==> config.mk <==
export PLATFORM = sky130hd
export DESIGN_NAME = rdra_coord
export DESIGN_NICKNAME = d
export VERILOG_FILES = /design/src/sv/radial_distance_remap_address_defines.svh /design/src/sv/rdra_pkg.sv /design/src/sv/rdra_coord.sv
export SDC_FILE = /design/constraint.sdc
export NUM_CORES = 1
export LEC_CHECK = 0
export ABC_AREA = 1
export BUFFER_PORTS_ARGS = -buffer_cell sky130_fd_sc_hd__buf_2
export CORE_MARGIN = 1.5
export CORE_UTILIZATION = 50
export DETAILED_ROUTE_END_ITERATION = 12
export PLACE_DENSITY = 0.77
export SYNTH_ARGS = -nofsm -noshare
export SYNTH_HDL_FRONTEND = slang
export SYNTH_SLANG_ARGS = --single-unit
==> constraint.sdc <==
create_clock -name vclk -period 2.6
set_input_delay 0.13 -clock vclk [all_inputs]
set_output_delay 0.13 -clock vclk [all_outputs]
set_load 0.03 [all_outputs]
==> src/sv/radial_distance_remap_address_defines.svh <==
// Assertion macros for the radial distance remap address generator.
// Used by the top level only; expects aclk and aresetn in scope.
`ifndef RADIAL_DISTANCE_REMAP_ADDRESS_DEFINES_SVH
`define RADIAL_DISTANCE_REMAP_ADDRESS_DEFINES_SVH

// Same-cycle implication, checked out of reset.
`define RDRA_ASSERT_NOW(label, cond, expr) \
    label: assert property (@(posedge aclk) disable iff (!aresetn) (cond) |-> (expr)) \
        else $error("rdra: same-cycle check failed");

// Next-cycle implication, checked out of reset.
`define RDRA_ASSERT_NEXT(label, cond, expr) \
    label: assert property (@(posedge aclk) disable iff (!aresetn) (cond) |=> (expr)) \
        else $error("rdra: next-cycle check failed");

`endif

==> src/sv/rdra_pkg.sv <==
// Shared constants, types, root table and helpers for the remap address generator.
// No dependencies; imported by every module of the block.
package rdra_pkg;

    localparam int TABLE_DEPTH = 2048;
    localparam int MAX_DIM     = 2048;

    localparam int ADDR_W = $clog2(TABLE_DEPTH);
    localparam int DIM_W  = $clog2(MAX_DIM + 1);
    localparam int CFG_W  = 12;
    localparam int IDX_W  = 2;
    localparam int COORD_W = 11;
    localparam int FRAC_W  = 8;
    localparam int SCALE_W = 24;
    localparam int DX_W    = 12;
    localparam int SQ_W    = 2 * DX_W;
    localparam int TERM_W  = 24;
    localparam int ROOT_W  = 12;
    localparam int V_W     = SCALE_W + DX_W;
    localparam int C_W     = V_W - FRAC_W + 1;

    localparam logic [IDX_W-1:0] REG_FRAME_WIDTH   = 2'd0;
    localparam logic [IDX_W-1:0] REG_FRAME_HEIGHT  = 2'd1;
    localparam logic [IDX_W-1:0] REG_SUBPIXEL_MODE = 2'd2;

    localparam logic KIND_TABLE_WRITE = 1'b0;
    localparam logic KIND_PIXEL       = 1'b1;

    localparam logic [CFG_W-1:0] WIDTH_RESET  = 12'd640;
    localparam logic [CFG_W-1:0] HEIGHT_RESET = 12'd480;

    typedef struct packed {
        logic [DIM_W-1:0] size;
        logic [DIM_W-1:0] half;
    } axis_cfg_t;

    localparam logic [7:0] ROOT_LUT [256] = '{
        8'd0,   8'd16,  8'd22,  8'd27,  8'd32,  8'd35,  8'd39,  8'd42,
        8'd45,  8'd48,  8'd50,  8'd53,  8'd55,  8'd57,  8'd59,  8'd61,
        8'd64,  8'd65,  8'd67,  8'd69,  8'd71,  8'd73,  8'd75,  8'd76,
        8'd78,  8'd80,  8'd81,  8'd83,  8'd84,  8'd86,  8'd87,  8'd89,
        8'd90,  8'd91,  8'd93,  8'd94,  8'd96,  8'd97,  8'd98,  8'd99,
        8'd101, 8'd102, 8'd103, 8'd104, 8'd106, 8'd107, 8'd108, 8'd109,
        8'd110, 8'd112, 8'd113, 8'd114, 8'd115, 8'd116, 8'd117, 8'd118,
        8'd119, 8'd120, 8'd121, 8'd122, 8'd123, 8'd124, 8'd125, 8'd126,
        8'd128, 8'd128, 8'd129, 8'd130, 8'd131, 8'd132, 8'd133, 8'd134,
        8'd135, 8'd136, 8'd137, 8'd138, 8'd139, 8'd140, 8'd141, 8'd142,
        8'd143, 8'd144, 8'd144, 8'd145, 8'd146, 8'd147, 8'd148, 8'd149,
        8'd150, 8'd150, 8'd151, 8'd152, 8'd153, 8'd154, 8'd155, 8'd155,
        8'd156, 8'd157, 8'd158, 8'd159, 8'd160, 8'd160, 8'd161, 8'd162,
        8'd163, 8'd163, 8'd164, 8'd165, 8'd166, 8'd167, 8'd167, 8'd168,
        8'd169, 8'd170, 8'd170, 8'd171, 8'd172, 8'd173, 8'd173, 8'd174,
        8'd175, 8'd176, 8'd176, 8'd177, 8'd178, 8'd178, 8'd179, 8'd180,
        8'd181, 8'd181, 8'd182, 8'd183, 8'd183, 8'd184, 8'd185, 8'd185,
        8'd186, 8'd187, 8'd187, 8'd188, 8'd189, 8'd189, 8'd190, 8'd191,
        8'd192, 8'd192, 8'd193, 8'd193, 8'd194, 8'd195, 8'd195, 8'd196,
        8'd197, 8'd197, 8'd198, 8'd199, 8'd199, 8'd200, 8'd201, 8'd201,
        8'd202, 8'd203, 8'd203, 8'd204, 8'd204, 8'd205, 8'd206, 8'd206,
        8'd207, 8'd208, 8'd208, 8'd209, 8'd209, 8'd210, 8'd211, 8'd211,
        8'd212, 8'd212, 8'd213, 8'd214, 8'd214, 8'd215, 8'd215, 8'd216,
        8'd217, 8'd217, 8'd218, 8'd218, 8'd219, 8'd219, 8'd220, 8'd221,
        8'd221, 8'd222, 8'd222, 8'd223, 8'd224, 8'd224, 8'd225, 8'd225,
        8'd226, 8'd226, 8'd227, 8'd227, 8'd228, 8'd229, 8'd229, 8'd230,
        8'd230, 8'd231, 8'd231, 8'd232, 8'd232, 8'd233, 8'd234, 8'd234,
        8'd235, 8'd235, 8'd236, 8'd236, 8'd237, 8'd237, 8'd238, 8'd238,
        8'd239, 8'd240, 8'd240, 8'd241, 8'd241, 8'd242, 8'd242, 8'd243,
        8'd243, 8'd244, 8'd244, 8'd245, 8'd245, 8'd246, 8'd246, 8'd247,
        8'd247, 8'd248, 8'd248, 8'd249, 8'd249, 8'd250, 8'd250, 8'd251,
        8'd251, 8'd252, 8'd252, 8'd253, 8'd253, 8'd254, 8'd254, 8'd255
    };

    function automatic axis_cfg_t make_axis(input logic [CFG_W-1:0] raw);
        logic [DIM_W-1:0] size;
        axis_cfg_t        axis;
        if (raw < CFG_W'(2)) begin
            size = DIM_W'(2);
        end else if (32'(raw) > MAX_DIM) begin
            size = DIM_W'(MAX_DIM);
        end else begin
            size = DIM_W'(raw);
        end
        axis.size = size;
        axis.half = size >> 1;
        return axis;
    endfunction

endpackage

==> src/sv/rdra_coord.sv <==
// Source coordinate for one axis: rounded shift, recentre, clamp, fraction.
// Combinational; depends on rdra_pkg for widths and the axis config type.
module rdra_coord import rdra_pkg::*; (
    input  logic signed [V_W-1:0] v,
    input  axis_cfg_t             axis,
    input  logic                  subpixel,
    output logic [COORD_W-1:0]    coord,
    output logic [FRAC_W-1:0]     frac
);

    logic signed [C_W-1:0] c;
    logic [DIM_W-1:0]      lim;
    logic [DIM_W-1:0]      lim_m1;

    always_comb begin
        c      = $signed({v[V_W-1], v[V_W-1:FRAC_W]}) + $signed(C_W'(axis.half));
        lim    = subpixel ? axis.size - DIM_W'(1) : axis.size;
        lim_m1 = lim - DIM_W'(1);
        priority if (c[C_W-1]) begin
            coord = '0;
        end else if (c >= $signed(C_W'(lim))) begin
            coord = COORD_W'(lim_m1);
        end else begin
            coord = c[COORD_W-1:0];
        end
        frac = subpixel ? v[FRAC_W-1:0] : '0;
    end

endmodule

==> flow_summary.ini <==
[status]
status = complete, but fails checks
violations = setup timing

[route]
drc = 0
drt_iter0_drc = 532
vias = 4348
ant_nets = 0
drt-vias-per-instance = 5.55
firstDrtPassIters = 5
routed_wl_um = 12100
wl_per_cell_um = 15.5

[placement]
port-buffer-count = 80
placed_area_um2 = 4050
gp_congestion = 1.02
post-dp-hpwl_um = 7690
dp.cells = 773

[synthesis]
synth_cells = 545
yosys_warnings = 0
seq_area_frac_synth_pct = 0
synth_nets = 633
avgSynthCellArea_um2 = 5.02
synth_area_um2 = 2740
synth_cell_types = 29

[global_routing]
grt_pass1_wl_um = 15000
grt_max_degree = 23
grt_pass1_vias = 3587
grt_util_all_layers_pct = 30.2
gr-total-overflow = 0
antenna_found_initial = 0

[layout]
nets = 803
finalInstanceArea_um2 = 4650
nClkBuffers = 0
syn_to_final_growth_pct = 70.2
layout-drive-gt1-share_pct = 41.8
register_area_um2 = 0
antenna_cells = 0
fillers = 279
layout_commonest_cell = nand2_1
nFlopsAndLatches = 0
final_cell_mix = nand2_1 (165), inv_1 (107), buf_4 (89), buf_2 (66), nor2_1 (36)
instances_no_fill = 783

[floorplan]
fp-row-count = 26
initial_core_util_pct = 52.5
die_w_um = 77.0
die-area_um2 = 5920
coreArea_um2 = 5200
die_y_um = 77.0
ioPinCount = 80

[worst_setup_path]
path_class = input pin to output pin
critPathLaunch = axis[16]
arrival_ps = 3570
crit_fanout = 6
worstSetupEndpoint = coord[10]
critPathRequiredTime_ps = 2470
crit_path_start_kind = input pin
critPathCaptureType = output pin

[sta]
max_slew.worst_pin.slew_ps = 374
finalHoldViolCount = 0
rsz0062_at_grt = yes
setup_violations = 11
slew_viol_final = 0
setup_ws_ps = -1100
post-route-period-util_pct = 142
min_period_ps = 3700
max_slew_margin_pct = 74.9
max_freq_mhz = 270

[pwr]
vdd_drop_max_mv = 0.168
p_total_uw = 1150
power_density_nw_per_um2 = 246
p_leak_uw = 0.00264

[hold_path]
hold_class = input pin to output pin
hold_depth = 4

[run]
maxCapViolCount = 0
==> worst max-delay path, stage by stage <==
cell and delay, ps:
buf_6 100, nor2_4 110, nand4_1 190, nor2_4 160, nand2_2 70, nor2_2 110
xor2_1 260, inv_1 190, ha_4 320, nand2_2 50, inv_2 90, nand3_2 80
nor4_4 260, nand3_1 140, nor2_1 160, nand3_1 150, nor2_2 160, nand3_4 160
clkbuf_16 220, nand3_2 80, nand2_2 60, nor2_2 140, buf_6 140
==> cell type report <==
cell class         instances  area, um2  area share [%]
repair buffers           174       1260            27.0
well taps                 70       87.6            1.88
multi-input cells        422       2870            61.7
inverters                117        439            9.44
==> through the flow <==
step | hold slack (ps) | worst slack (ps) | TNS (ps) | util, %
final | 593 | -1100 | -11340 | 89.4
after global placement | 587 | -806 | -8670 | 77.9
after global routing | 613 | -1180 | -12430 | 89.4
after floorplan | 424 | -145 | -1430 | -
after CTS | 596 | -552 | -5960 | 80.7
after detailed placement | 596 | -827 | -8870 | 77.9
==> report_power, final <==
group,internal [uW],switching (uW)
Clock,0,0
Sequential,0,0
Combinational,504,642
==> cell usage after synthesis (2+ instances only) <==
cell	n	area, um2
a21oi_1	20	100
a21oi_2	2	17.5
and2_1	2	12.5
buf_6	4	45.0
ha_1	26	325
inv_1	114	428
inv_2	3	11.3
nand2_1	187	702
nand2_2	6	37.5
nand3_1	44	220
nand3_2	7	70.1
nand3b_1	4	30.0
nand4_1	12	75.1
nor2_1	54	203
nor2_2	5	31.3
nor3_1	7	35.0
nor3_2	5	50.1
o21ai_0	8	40.0
xnor2_1	4	35.0
xor2_1	22	193
==> logic make-up (layout without fill, tap and decap cells) <==
kind of cell | Yosys count | after routing | synth area share, %
AOI/OAI and AO/OA | 33 | 33 | 6.63
xor gates and xnor gates | 26 | 26 | 8.33
adders and majority gates | 27 | 27 | 12.6
buffers and inverters | 123 | 291 | 18.1
and+or+nand+nor | 336 | 336 | 54.3
==> worst min path at each step <==
stage | startpoint | end | slack (ps)
after floorplan | v[0] | frac[0] | 420
after global placement | v[5] | frac[5] | 590
after detailed placement | v[6] | frac[6] | 600
after CTS | v[6] | frac[6] | 600
after global routing | v[0] | frac[0] | 610
final | v[6] | frac[6] | 590
==> repair_timing <==
| item | in CTS | in global routing |
|---|---|---|
| setup endpoints to repair | 11 | 11 |
| pin swaps | 4 | 33 |
| buffers inserted | 1 | 6 |
| gates resized for setup | 36 | 74 |
| hold buffers | 0 | 0 |
| gates cloned | 0 | 3 |
==> routing by layer <==
layer,global-route usage (%),vias to the layer above,wire length (um)
li1,-,2017,-
met1,37.2,1951,4490
met2,57.6,291,5880
met3,2.26,89,1070
met4,3.89,0,686
met5,0,-,0
Note: power is estimated with default switching activity, not from simulation.
